`config.mk`:
```
export PLATFORM = sky130hd
export DESIGN_NAME = xy_color_transition_ramp_top_flat
export DESIGN_NICKNAME = d
export VERILOG_FILES = /design/src/rtl/xyctr_pkg.sv /design/src/rtl/xyctr_if.sv /design/src/rtl/xyctr_div.sv /design/src/rtl/xyctr_lane.sv /design/src/rtl/xy_color_transition_ramp_top.sv /design/src/flat_wrapper.sv
export SDC_FILE = /design/constraint.sdc
export NUM_CORES = 1
export LEC_CHECK = 0
export ABC_AREA = 1
export BUFFER_PORTS_ARGS = -buffer_cell sky130_fd_sc_hd__buf_4
export CAP_MARGIN = 20
export CORE_MARGIN = 1.5
export CORE_UTILIZATION = 45
export DETAILED_ROUTE_END_ITERATION = 10
export HOLD_SLACK_MARGIN = 0.06
export MAX_ROUTING_LAYER = met4
export PLACE_DENSITY = 0.63
export SYNTH_ARGS = -nofsm -noshare
export SYNTH_HDL_FRONTEND = slang
export SYNTH_SLANG_ARGS = --single-unit
export TNS_END_PERCENT = 5
```
`constraint.sdc`:
```
create_clock -name clk -period 8.69 [get_ports clk]
set_clock_uncertainty 0.1 [all_clocks]
set_input_delay 1.738 -clock clk [delete_from_list [all_inputs] [get_ports clk]]
set_output_delay 1.738 -clock clk [all_outputs]
set_load 0.005 [all_outputs]
```
`src/rtl/xyctr_pkg.sv`:
```
// shared constants, codes and control structs for the xy color transition ramp
// no dependencies; used by every other file of the block
package xyctr_pkg;

	localparam int COORD_W = 16;
	localparam int FRAC_W  = 8;
	localparam int ACC_W   = COORD_W + FRAC_W;
	localparam int STEP_W  = ACC_W + 1;
	localparam int SUM_W   = ACC_W + 2;
	localparam int CNT_W   = $clog2(ACC_W);

	localparam logic [COORD_W-1:0] ENDLESS_TICKS = 16'hFFFF;
	localparam logic [COORD_W-1:0] XY_MAX_RESET  = 16'hFEFF;
	localparam logic [COORD_W-1:0] XY_MIN_RESET  = 16'h0000;
	localparam logic [ACC_W:0]     ROUND_BIAS    = 25'd127;

	localparam logic OP_MOVE = 1'b0;
	localparam logic OP_TICK = 1'b1;

	localparam logic CFG_XY_MIN = 1'b0;
	localparam logic CFG_XY_MAX = 1'b1;

	typedef enum logic [3:0] {
		ST_IDLE = 4'b0001,
		ST_DIV  = 4'b0010,
		ST_UPD  = 4'b0100,
		ST_RES  = 4'b1000
	} state_t;

	typedef struct packed {
		logic move;
		logic update;
	} lane_ctrl_t;

	typedef struct packed {
		logic step_done;
	} lane_stat_t;

endpackage

```
`src/rtl/xyctr_if.sv`:
```
// valid/ready channel interfaces for command and result beats
// depends on xyctr_pkg for field widths
interface xyctr_cmd_if;
	logic                          valid;
	logic                          ready;
	logic                          operation;
	logic [xyctr_pkg::COORD_W-1:0] target_x;
	logic [xyctr_pkg::COORD_W-1:0] target_y;
	logic [xyctr_pkg::COORD_W-1:0] transition_time;

	modport source (output valid, output operation, output target_x, output target_y,
		output transition_time, input ready);
	modport sink (input valid, input operation, input target_x, input target_y,
		input transition_time, output ready);
endinterface

interface xyctr_res_if;
	logic                          valid;
	logic                          ready;
	logic [xyctr_pkg::COORD_W-1:0] current_x;
	logic [xyctr_pkg::COORD_W-1:0] current_y;
	logic [xyctr_pkg::COORD_W-1:0] ticks_left;
	logic                          transition_active;

	modport source (output valid, output current_x, output current_y, output ticks_left,
		output transition_active, input ready);
	modport sink (input valid, input current_x, input current_y, input ticks_left,
		input transition_active, output ready);
endinterface

```
`src/rtl/xyctr_div.sv`:
```
// serial restoring divider, one quotient bit per cycle, unsigned magnitudes
// depends on xyctr_pkg for widths
module xyctr_div (
	input  logic                          clk,
	input  logic                          arst_n,
	input  logic                          start,
	input  logic [xyctr_pkg::ACC_W-1:0]   dividend,
	input  logic [xyctr_pkg::COORD_W-1:0] divisor,
	output logic                          done,
	output logic [xyctr_pkg::ACC_W-1:0]   quotient
);

	logic                          busy_q;
	logic                          done_q;
	logic [xyctr_pkg::CNT_W-1:0]   cnt_q;
	logic [xyctr_pkg::COORD_W-1:0] div_q;
	logic [xyctr_pkg::COORD_W-1:0] rem_q;
	logic [xyctr_pkg::ACC_W-1:0]   quo_q;
	logic [xyctr_pkg::COORD_W:0]   rem_sh;
	logic [xyctr_pkg::COORD_W:0]   rem_sub;
	logic                          fits;

	always_comb begin
		rem_sh  = {rem_q, quo_q[xyctr_pkg::ACC_W-1]};
		rem_sub = rem_sh - {1'b0, div_q};
		fits    = (rem_sh >= {1'b0, div_q});
	end

	always_ff @(posedge clk or negedge arst_n) begin
		if (!arst_n) begin
			busy_q <= 1'b0;
			done_q <= 1'b0;
			cnt_q  <= '0;
		end else begin
			done_q <= 1'b0;
			if (start) begin
				busy_q <= 1'b1;
				cnt_q  <= '0;
			end else if (busy_q) begin
				cnt_q <= cnt_q + 1'b1;
				if (cnt_q == xyctr_pkg::CNT_W'(xyctr_pkg::ACC_W - 1)) begin
					busy_q <= 1'b0;
					done_q <= 1'b1;
				end
			end
		end
	end

	always_ff @(posedge clk) begin
		if (start) begin
			div_q <= divisor;
			rem_q <= '0;
			quo_q <= dividend;
		end else if (busy_q) begin
			// remainder stays below the divisor, so the top bit drops out
			rem_q <= fits ? rem_sub[xyctr_pkg::COORD_W-1:0] : rem_sh[xyctr_pkg::COORD_W-1:0];
			quo_q <= {quo_q[xyctr_pkg::ACC_W-2:0], fits};
		end
	end

	assign done     = done_q;
	assign quotient = quo_q;

endmodule

```
`src/rtl/xyctr_lane.sv`:
```
// one coordinate axis: accumulator, step, rounded coordinate and its step divider
// depends on xyctr_pkg and xyctr_div
module xyctr_lane (
	input  logic                          clk,
	input  logic                          arst_n,
	input  xyctr_pkg::lane_ctrl_t         ctrl,
	input  logic [xyctr_pkg::COORD_W-1:0] target,
	input  logic [xyctr_pkg::COORD_W-1:0] ticks,
	input  logic [xyctr_pkg::COORD_W-1:0] xy_min,
	input  logic [xyctr_pkg::COORD_W-1:0] xy_max,
	output xyctr_pkg::lane_stat_t         stat,
	output logic [xyctr_pkg::COORD_W-1:0] now
);

	logic [xyctr_pkg::ACC_W-1:0]         accum_q;
	logic signed [xyctr_pkg::STEP_W-1:0] step_q;
	logic [xyctr_pkg::COORD_W-1:0]       now_q;
	logic                                neg_q;

	logic [xyctr_pkg::COORD_W:0]         diff;
	logic [xyctr_pkg::COORD_W:0]         mag;
	logic                                div_done;
	logic [xyctr_pkg::ACC_W-1:0]         quo;

	logic signed [xyctr_pkg::SUM_W-1:0]  sum;
	logic [xyctr_pkg::COORD_W:0]         sum_int;
	logic                                step_pos;
	logic                                step_neg;
	logic [xyctr_pkg::ACC_W-1:0]         acc_nxt;
	logic [xyctr_pkg::ACC_W:0]           rnd;
	logic [xyctr_pkg::COORD_W-1:0]       now_nxt;

	always_comb begin
		diff = {1'b0, target} - {1'b0, now_q};
		mag  = diff[xyctr_pkg::COORD_W] ? -diff : diff;
	end

	xyctr_div u_div (
		.clk      (clk),
		.arst_n   (arst_n),
		.start    (ctrl.move),
		.dividend ({mag[xyctr_pkg::COORD_W-1:0], xyctr_pkg::FRAC_W'(0)}),
		.divisor  (ticks),
		.done     (div_done),
		.quotient (quo)
	);

	always_comb begin
		sum      = $signed({2'b00, accum_q}) + $signed({step_q[xyctr_pkg::STEP_W-1], step_q});
		sum_int  = sum[xyctr_pkg::SUM_W-2:xyctr_pkg::FRAC_W];
		step_neg = step_q[xyctr_pkg::STEP_W-1];
		step_pos = !step_neg && (step_q != '0);
		if (step_pos && (sum_int > {1'b0, xy_max})) begin
			acc_nxt = {xy_max, xyctr_pkg::FRAC_W'(0)};
		end else if (step_neg && (sum[xyctr_pkg::SUM_W-1] || (sum_int < {1'b0, xy_min}))) begin
			acc_nxt = {xy_min, xyctr_pkg::FRAC_W'(0)};
		end else begin
			acc_nxt = sum[xyctr_pkg::ACC_W-1:0];
		end
		// round to nearest with ties down, only while ramping upward, saturate on carry out
		rnd = {1'b0, acc_nxt} + xyctr_pkg::ROUND_BIAS;
		if (step_pos) begin
			now_nxt = rnd[xyctr_pkg::ACC_W] ? '1 : rnd[xyctr_pkg::ACC_W-1:xyctr_pkg::FRAC_W];
		end else begin
			now_nxt = acc_nxt[xyctr_pkg::ACC_W-1:xyctr_pkg::FRAC_W];
		end
	end

	always_ff @(posedge clk or negedge arst_n) begin
		if (!arst_n) begin
			accum_q <= '0;
			step_q  <= '0;
			now_q   <= '0;
			neg_q   <= 1'b0;
		end else begin
			if (ctrl.move) begin
				accum_q <= {now_q, xyctr_pkg::FRAC_W'(0)};
				neg_q   <= diff[xyctr_pkg::COORD_W];
			end else if (ctrl.update) begin
				accum_q <= acc_nxt;
				now_q   <= now_nxt;
			end
			if (div_done) begin
				step_q <= neg_q ? -$signed({1'b0, quo}) : $signed({1'b0, quo});
			end
		end
	end

	assign stat.step_done = div_done;
	assign now            = now_q;

endmodule

```
`src/rtl/xy_color_transition_ramp_top.sv`:
```
// top level of the xy color transition ramp: control, tick counter, limits, result register
// depends on xyctr_pkg, xyctr_if and xyctr_lane
//
// Ramps a color point (x, y) toward a target in 16.8 fixed point. A move beat sets a
// per-tick step for each axis, (target - current) * 256 / time truncated toward zero
// (time 0 counts as 1), and applies one update; a tick beat applies one update while
// ticks remain (65535 never counts down). Each axis is a lane with its own serial
// divider, and both lanes run side by side; the result stage merges them with the tick
// count. A move runs divide, update and result; a tick runs update and result, or only
// result with no ticks left. One beat is worked on at a time, and the next command is
// taken while the previous result still waits downstream. Limits are written through
// cfg_we/cfg_index/cfg_data by the user only while idle; the block does not enforce it.
module xy_color_transition_ramp_top (
	input  logic                          clk,
	input  logic                          arst_n,
	input  logic                          cfg_we,
	input  logic                          cfg_index,
	input  logic [xyctr_pkg::COORD_W-1:0] cfg_data,
	xyctr_cmd_if.sink                     cmd,
	xyctr_res_if.source                   res
);

	xyctr_pkg::state_t             state_q;
	logic [xyctr_pkg::COORD_W-1:0] xy_min_q;
	logic [xyctr_pkg::COORD_W-1:0] xy_max_q;
	logic [xyctr_pkg::COORD_W-1:0] ticks_q;
	logic                          res_valid_q;
	logic [xyctr_pkg::COORD_W-1:0] res_x_q;
	logic [xyctr_pkg::COORD_W-1:0] res_y_q;
	logic [xyctr_pkg::COORD_W-1:0] res_ticks_q;
	logic                          res_active_q;

	logic                          accept;
	logic                          res_load;
	logic [xyctr_pkg::COORD_W-1:0] ticks_in;
	xyctr_pkg::lane_ctrl_t         lane_ctrl;
	xyctr_pkg::lane_stat_t         stat_x;
	xyctr_pkg::lane_stat_t         stat_y;
	logic [xyctr_pkg::COORD_W-1:0] now_x;
	logic [xyctr_pkg::COORD_W-1:0] now_y;

	always_comb begin
		cmd.ready        = (state_q == xyctr_pkg::ST_IDLE);
		accept           = cmd.valid && cmd.ready;
		ticks_in         = (cmd.transition_time == '0) ? xyctr_pkg::COORD_W'(1)
			: cmd.transition_time;
		lane_ctrl.move   = accept && (cmd.operation == xyctr_pkg::OP_MOVE);
		lane_ctrl.update = (state_q == xyctr_pkg::ST_UPD);
		res_load         = (state_q == xyctr_pkg::ST_RES) && (!res_valid_q || res.ready);
	end

	xyctr_lane u_lane_x (
		.clk    (clk),
		.arst_n (arst_n),
		.ctrl   (lane_ctrl),
		.target (cmd.target_x),
		.ticks  (ticks_in),
		.xy_min (xy_min_q),
		.xy_max (xy_max_q),
		.stat   (stat_x),
		.now    (now_x)
	);

	xyctr_lane u_lane_y (
		.clk    (clk),
		.arst_n (arst_n),
		.ctrl   (lane_ctrl),
		.target (cmd.target_y),
		.ticks  (ticks_in),
		.xy_min (xy_min_q),
		.xy_max (xy_max_q),
		.stat   (stat_y),
		.now    (now_y)
	);

	always_ff @(posedge clk or negedge arst_n) begin
		if (!arst_n) begin
			state_q  <= xyctr_pkg::ST_IDLE;
			xy_min_q <= xyctr_pkg::XY_MIN_RESET;
			xy_max_q <= xyctr_pkg::XY_MAX_RESET;
			ticks_q  <= '0;
		end else begin
			if (cfg_we) begin
				case (cfg_index)
					xyctr_pkg::CFG_XY_MIN: xy_min_q <= cfg_data;
					xyctr_pkg::CFG_XY_MAX: xy_max_q <= cfg_data;
					default: ;
				endcase
			end
			case (state_q)
				xyctr_pkg::ST_IDLE: begin
					if (accept) begin
						if (cmd.operation == xyctr_pkg::OP_MOVE) begin
							ticks_q <= ticks_in;
							state_q <= xyctr_pkg::ST_DIV;
						end else if (ticks_q != '0) begin
							state_q <= xyctr_pkg::ST_UPD;
						end else begin
							state_q <= xyctr_pkg::ST_RES;
						end
					end
				end
				xyctr_pkg::ST_DIV: begin
					// both lanes divide by the same count, so they finish together
					if (stat_x.step_done && stat_y.step_done) begin
						state_q <= xyctr_pkg::ST_UPD;
					end
				end
				xyctr_pkg::ST_UPD: begin
					// one count per update, endless never counts down
					if (ticks_q != xyctr_pkg::ENDLESS_TICKS) begin
						ticks_q <= ticks_q - 1'b1;
					end
					state_q <= xyctr_pkg::ST_RES;
				end
				xyctr_pkg::ST_RES: begin
					if (res_load) begin
						state_q <= xyctr_pkg::ST_IDLE;
					end
				end
				default: state_q <= xyctr_pkg::ST_IDLE;
			endcase
		end
	end

	always_ff @(posedge clk or negedge arst_n) begin
		if (!arst_n) begin
			res_valid_q <= 1'b0;
		end else if (res_load) begin
			res_valid_q <= 1'b1;
		end else if (res.ready) begin
			res_valid_q <= 1'b0;
		end
	end

	always_ff @(posedge clk) begin
		if (res_load) begin
			res_x_q      <= now_x;
			res_y_q      <= now_y;
			res_ticks_q  <= ticks_q;
			res_active_q <= (ticks_q != '0);
		end
	end

	assign res.valid             = res_valid_q;
	assign res.current_x         = res_x_q;
	assign res.current_y         = res_y_q;
	assign res.ticks_left        = res_ticks_q;
	assign res.transition_active = res_active_q;

endmodule
```
`src/flat_wrapper.sv`:
```
// flat-port wrapper written by rule: the top's interface ports become plain ports
module xy_color_transition_ramp_top_flat 
  (clk, arst_n, cfg_we, cfg_index, cfg_data, cmd_valid, cmd_operation, cmd_target_x, cmd_target_y, cmd_transition_time, cmd_ready, res_valid, res_current_x, res_current_y, res_ticks_left, res_transition_active, res_ready);
  xyctr_cmd_if cmd_i ();
  xyctr_res_if res_i ();
  input  logic clk;
  input  logic arst_n;
  input  logic cfg_we;
  input  logic cfg_index;
  input  logic [xyctr_pkg::COORD_W-1:0] cfg_data;
  input wire logic [$bits(cmd_i.valid)-1:0] cmd_valid;
  input wire logic [$bits(cmd_i.operation)-1:0] cmd_operation;
  input wire logic [$bits(cmd_i.target_x)-1:0] cmd_target_x;
  input wire logic [$bits(cmd_i.target_y)-1:0] cmd_target_y;
  input wire logic [$bits(cmd_i.transition_time)-1:0] cmd_transition_time;
  output wire logic [$bits(cmd_i.ready)-1:0] cmd_ready;
  output wire logic [$bits(res_i.valid)-1:0] res_valid;
  output wire logic [$bits(res_i.current_x)-1:0] res_current_x;
  output wire logic [$bits(res_i.current_y)-1:0] res_current_y;
  output wire logic [$bits(res_i.ticks_left)-1:0] res_ticks_left;
  output wire logic [$bits(res_i.transition_active)-1:0] res_transition_active;
  input wire logic [$bits(res_i.ready)-1:0] res_ready;
  assign cmd_i.valid = cmd_valid;
  assign cmd_i.operation = cmd_operation;
  assign cmd_i.target_x = cmd_target_x;
  assign cmd_i.target_y = cmd_target_y;
  assign cmd_i.transition_time = cmd_transition_time;
  assign cmd_ready = cmd_i.ready;
  assign res_valid = res_i.valid;
  assign res_current_x = res_i.current_x;
  assign res_current_y = res_i.current_y;
  assign res_ticks_left = res_i.ticks_left;
  assign res_transition_active = res_i.transition_active;
  assign res_i.ready = res_ready;
  xy_color_transition_ramp_top u_core (.clk(clk), .arst_n(arst_n), .cfg_we(cfg_we), .cfg_index(cfg_index), .cfg_data(cfg_data), .cmd(cmd_i), .res(res_i));
endmodule
```
# Word level (Yosys, flattened, before mapping)
# Cells that the tools add are included.
# totals
regBits	344
out_inout_bits	51
# op_classes
n_addsub	15
n_lt_le_gt_ge	6
eq_ne	12
muxes	51
n_bitwise	3
reduce_logical	30
# op_table
op	n
$mux 24	12
$mux 16	12
$add 25x25->26	2
$add 24x7->25 const B	2
$mux 25	2
$neg 24->25	2
$reduce_bool 25->1	2
$ge 17x16->1	2
$gt 17x16->1	2
$lt 17x16->1	2
$sub 16x16->17	2
$neg 16->16	2
$pmux 16 s2	1
$sub 16x16->16	2
$mux 4	5
$mux 5	4
$logic_not 16->1	1
$ne 16x16->1 const B	1
$pmux 4 s4	1
$reduce_bool 16->1	1
$sub 16x1->16 const B	1
$mux 1	14
$add 5x1->5 const B	2
$eq 5x5->1 const B	2
other kinds (14)	38

# Longest topological paths before layout
# depth
depth_word	9
depth_mapped	41

# By module
# Synthesis repeated with hierarchy kept, for this count alone.
# unflattened
cells_unflattened	3500
area_unflattened_um2	26140.1
# by_module_without_submodules
mod	n_inst	cells_each	area_each_um2	seq_area_each_um2
xyctr_div	2	463	3697.3	1696.6
xyctr_lane at u_core.u_lane_y	1	1053	7200.7	1651.6
xyctr_lane at u_core.u_lane_x	1	1077	7195.7	1651.6
xy_color_transition_ramp_top	1	444	4349.2	2817.7

# Worst setup path after synthesis
# No wires, ideal clock.
# synth_timing
path_type	input to register
startpoint	input res_ready
endpoint	register u_core.res_x_q (netlist bit u_core.res.current_x[0]), enable pin
setup_time_ps	456
t_arrival_ps	3842
t_required_ps	8134
slack_ps	4292
path_stages	2
n_path_buf	0
path_cell_list	nor2_1 > nor2_1
# synth_via
elab_chain_cells	2
# synth_rtl
item	line	source
start, declared	flat_wrapper.sv:22	input wire logic [$bits(res_i.ready)-1:0] res_ready;
$logic_or 1x1->1	xy_color_transition_ramp_top.sv:49	res_load = (state_q == xyctr_pkg::ST_RES) && (!res_valid_q || res.ready);
$logic_and 1x1->1	xy_color_transition_ramp_top.sv:49	
named net u_core.res_load	xy_color_transition_ramp_top.sv:34	logic res_load;
end signal, assigned	xy_color_transition_ramp_top.sv:138	res_x_q <= now_x;
end, declared	xy_color_transition_ramp_top.sv:28	logic [xyctr_pkg::COORD_W-1:0] res_x_q;
# The timed path passes the listed nets, and every way through them passes these cells.
# A chain may end at the register's enable or synchronous reset.

# Worst setup path in the final report
# layout_timing
startpoint	register u_core.u_lane_y.step_q[0] (netlist bit)
endpoint	register u_core.u_lane_y.now_q (netlist bit u_core.u_lane_y.now[2])
# layout_via
elab_chain_cells	9
# layout_rtl
item	line	source
start, declared	xyctr_lane.sv:16	logic signed [xyctr_pkg::STEP_W-1:0] step_q;
start signal, assigned	xyctr_lane.sv:84	step_q <= neg_q ? -$signed({1'b0, quo}) : $signed({1'b0, quo});
$add 25x25->26	xyctr_lane.sv:49	sum = $signed({2'b00, accum_q}) + $signed({step_q[xyctr_pkg::STEP_W-1], step_q});
$lt 17x16->1	xyctr_lane.sv:55	end else if (step_neg && (sum[xyctr_pkg::SUM_W-1] || (sum_int < {1'b0, xy_min}))) begin
$logic_or 1x1->1	xyctr_lane.sv:55	
$logic_and 1x1->1	xyctr_lane.sv:55	
$mux 24	xyctr_lane.sv:55	
$mux 24	xyctr_lane.sv:53	if (step_pos && (sum_int > {1'b0, xy_max})) begin
$add 24x7->25	xyctr_lane.sv:61	rnd = {1'b0, acc_nxt} + xyctr_pkg::ROUND_BIAS;
$mux 16	xyctr_lane.sv:63	now_nxt = rnd[xyctr_pkg::ACC_W] ? '1 : rnd[xyctr_pkg::ACC_W-1:xyctr_pkg::FRAC_W];
$mux 16 (*)	xyctr_lane.sv:62	if (step_pos) begin
end signal, assigned	xyctr_lane.sv:81	now_q <= now_nxt;
end, declared	xyctr_lane.sv:17	logic [xyctr_pkg::COORD_W-1:0] now_q;
# Mark *: on every way between the ends. The rest lies on a longest branch, timed or not.

==> results by group <==
Drt
  • Antenna-violating nets left: 0
  • Avg Vias per Cell: 5.608
  • Iter 0 DRT Violations: 1979
  • DRT Pass-1 Iters: 6
  • Total Routed Length: 77.55 mm
  • DRC: 0
  • DR WL/cell: 19.44 um
  • DR vias: 22.37k

Synthesis
  • Number of distinct library cells after synthesis: 67
  • Post-synth EDFFs: 97
  • Mean Syn Cell Area: 7.589 um2
  • Yosys warns: 0
  • Register area share after synthesis: 0.3658
  • Post-synthesis sequential element count: 344
  • Syn Nets: 3456
  • Post-synthesis instance total: 3197
  • Post-synth ARST share: 0.5785
  • Ys flop type: dfrtp_1
  • Post-Syn Area: 0.02426 mm2

Global routing
  • Antenna violations before repair: 1
  • Vias in the first global route: 21.37k
  • Grt ovf: 0
  • First-pass GRT wire length: 119.9 mm
  • Largest net degree at the start of global routing: 91
  • GRT Total Usage: 0.2836

Worst hold path
  • HP Class: flip-flop to flip-flop
  • Hold Crit Depth: 0

Clock network
  • Latest clock arrival within the worst-skew pair: 0.59 ns
  • Clk slew on worst S/H paths: 0.06 ns
  • # H-tree levels: 2
  • Clk buf depth: 3
  • Post-CTS Resized: 0
  • CTS Sinks: 344
  • CTS Buf Count: 41
  • CTS tree: built
  • Hold_buf cts: 0
  • Post-CTS Setup Inserts: 0
  • Clk Tree Root Cell: clkbuf_16

Placed design
  • Placer Congestion: 0.9888
  • I/O Buffers: 121
  • DP HPWL: 59.50 mm

STA
  • F_max: 162.7 MHz
  • Tcrit/Tclk final: 0.7073
  • Actual slew at the worst max-slew pin: 0.9641 ns
  • Slew HR: 0.3557
  • Final slew viol count: 0
  • RSZ-0062 raised after global routing: false
  • Fin crit period: 6.147 ns
  • # setup viols final: 0
  • Final hold vios: 0
  • Sum Neg Setup Slack: 0 ns

Critical path
  • Worst setup EP type: flip-flop
  • CP max-delay cell: a21oi_4
  • Worst-path fanout max: 26
  • Worst EP arrival: 6.55 ns
  • CP required: 9.10 ns
  • Startpoint Class: flip-flop
  • Register-to-Register Path Depth: 34
  • Critical path class: flip-flop to flip-flop
  • Critical Path Max Stage Delay: 0.60 ns
  • Most used cell, CP: nand2_1

Final layout
  • Share of cells above drive strength 1: 0.1006
  • Layout fillers: 5190
  • Most frequent cells in the layout: nand2_1 (760), inv_1 (386), o21ai_0 (281), nand3_1 (202), nor2_1 (193)
  • # nets final: 3527
  • Post-layout util: 0.5130
  • Commonest non-fill, non-tap cell in the layout: nand2_1
  • Area Overhead vs Synth: 12.01%

Outcome
  • Status: finished, final reports clean

Floorplan
  • Initial core utilization: 0.4580
  • Die height: 235.2 um
  • DIE AREA: 0.05531 mm2
  • Row count: 84
  • I/O pin cnt: 122
  • Die Width: 235.2 um
  • Core Footprint: 0.05297 mm2

Flow run
  • Max capacitance violation total: 0
## layout make-up
| type | count | area [um2] | share of cell area |
|---|---|---|---|
| Tap cell | 688 | 860.8 | 0.03168 |
| Clock inverter | 23 | 292.8 | 0.01077 |
| Antenna cell | 1 | 2.502 | 0.00009209 |
| Clock buffer | 53 | 1172 | 0.04314 |
| Multi-Input combinational cell | 2347 | 13420 | 0.4938 |
| Sequential cell | 344 | 8874 | 0.3265 |
| Timing Repair Buffer | 134 | 1052 | 0.03872 |
| Inverter | 400 | 1501 | 0.05525 |
## critical path, delay by kind of cell, from the launching register on
kind            cells  cell delay [ns]
simple gates       24             2.79
compound gates      3             0.95
xor+xnor            1             0.38
fa+ha+maj           3             0.94
buf+inv             3             0.53
flops               1             0.38
## stage by stage
stage                     hold WS, ns  setup slack, ns  std cells  cell area, um2
after floorplan                0.3249            4.292       3197           24260
after CTS                      0.3494            2.611       3987           27120
after global placement         0.3300            2.700       3911           25650
after detailed placement       0.3349            2.656       3911           25650
after global routing           0.3597            2.057       3990           27170
final                          0.3471            2.543       3990           27170
## worst paths after layout
check | startpoint | endpoint | slack, ns
min in group asynchronous | arst_n | u_core.u_lane_x.now[6] | 1.12
min | u_core.u_lane_x.now[5] | u_core.res.current_x[5] | 0.35
max in group asynchronous | arst_n | u_core.u_lane_y.now[6] | 6.03
min reg2reg | u_core.u_lane_x.now[5] | u_core.res.current_x[5] | 0.35
max reg2reg | u_core.u_lane_y.step_q[0] | u_core.u_lane_y.now[2] | 2.54
max | u_core.u_lane_y.step_q[0] | u_core.u_lane_y.now[2] | 2.54
## flip-flops by register name, indices dropped and copies added (netlist names), 5 cells and up
| register | flops |
|---|---|
| u_core.u_lane_y.accum_q | 24 |
| u_core.xy_max_q | 16 |
| u_core.u_lane_y.u_div.rem_q | 16 |
| u_core.res.current_y | 16 |
| u_core.u_lane_x.u_div.cnt_q | 5 |
| u_core.ticks_q | 16 |
| u_core.u_lane_x.u_div.quotient | 24 |
| u_core.u_lane_y.u_div.quotient | 24 |
| u_core.res.current_x | 16 |
| u_core.u_lane_x.accum_q | 24 |
| u_core.xy_min_q | 16 |
| u_core.u_lane_y.now | 16 |
| u_core.u_lane_x.u_div.rem_q | 16 |
| u_core.u_lane_y.u_div.cnt_q | 5 |
| u_core.u_lane_x.now | 16 |
| u_core.u_lane_x.step_q | 25 |
| u_core.u_lane_y.step_q | 25 |
| u_core.u_lane_x.u_div.div_q | 16 |
| u_core.res.ticks_left | 16 |
## metal layers
metal	share of wire	routed length [um]	GRT usage
met1	0.45	35120	0.3759
met2	0.45	35090	0.4422
met3	0.059	4575	0.03752
met4	0.036	2770	0.1063
met5	0	0	-
## logic make-up (layout without fill, tap and decap cells)
group                      Yosys count  count (layout)  share of synthesized area
DFF                                344             344                     0.3658
buffers and inverters              506             610                    0.08231
and+or+nand+nor                   1370            1370                     0.2486
adders and majority gates          188             188                    0.09881
xor gates and xnor gates           138             138                    0.04982
other                                0               1                          0
AOI/OAI and AO/OA                  651             651                     0.1547
## Yosys cell counts, drive strengths merged (3+ instances only)
master | instances | share of area
edfxtp | 97 | 0.12
clkinv | 6 | 0.00093
o211ai | 6 | 0.0019
dfxtp | 48 | 0.040
nand3 | 225 | 0.051
o2111ai | 3 | 0.0011
a21oi | 194 | 0.042
a21boi | 3 | 0.00093
inv | 394 | 0.061
buf | 26 | 0.0080
nand3b | 6 | 0.0020
or2 | 13 | 0.0034
fa | 6 | 0.0050
o32ai | 3 | 0.0011
o21ai | 301 | 0.062
nand2 | 788 | 0.13
o21bai | 16 | 0.0050
nor3 | 64 | 0.014
nor3b | 4 | 0.0012
o21a | 5 | 0.0015
nor2 | 221 | 0.039
dfstp | 16 | 0.017
clkbuf | 80 | 0.012
nor4 | 22 | 0.0059
xnor2 | 39 | 0.014
ha | 182 | 0.094
nand4 | 25 | 0.0064
a32o | 12 | 0.0050
o22ai | 20 | 0.0052
a211oi | 4 | 0.0012
a31oi | 14 | 0.0039
xor2 | 99 | 0.036
a22oi | 18 | 0.0056
o221ai | 31 | 0.011
a21o | 8 | 0.0025
dfrtp | 183 | 0.19
Power is not shown: default switching activity piles up to over one toggle a cycle in this logic, so the estimate is an artifact.
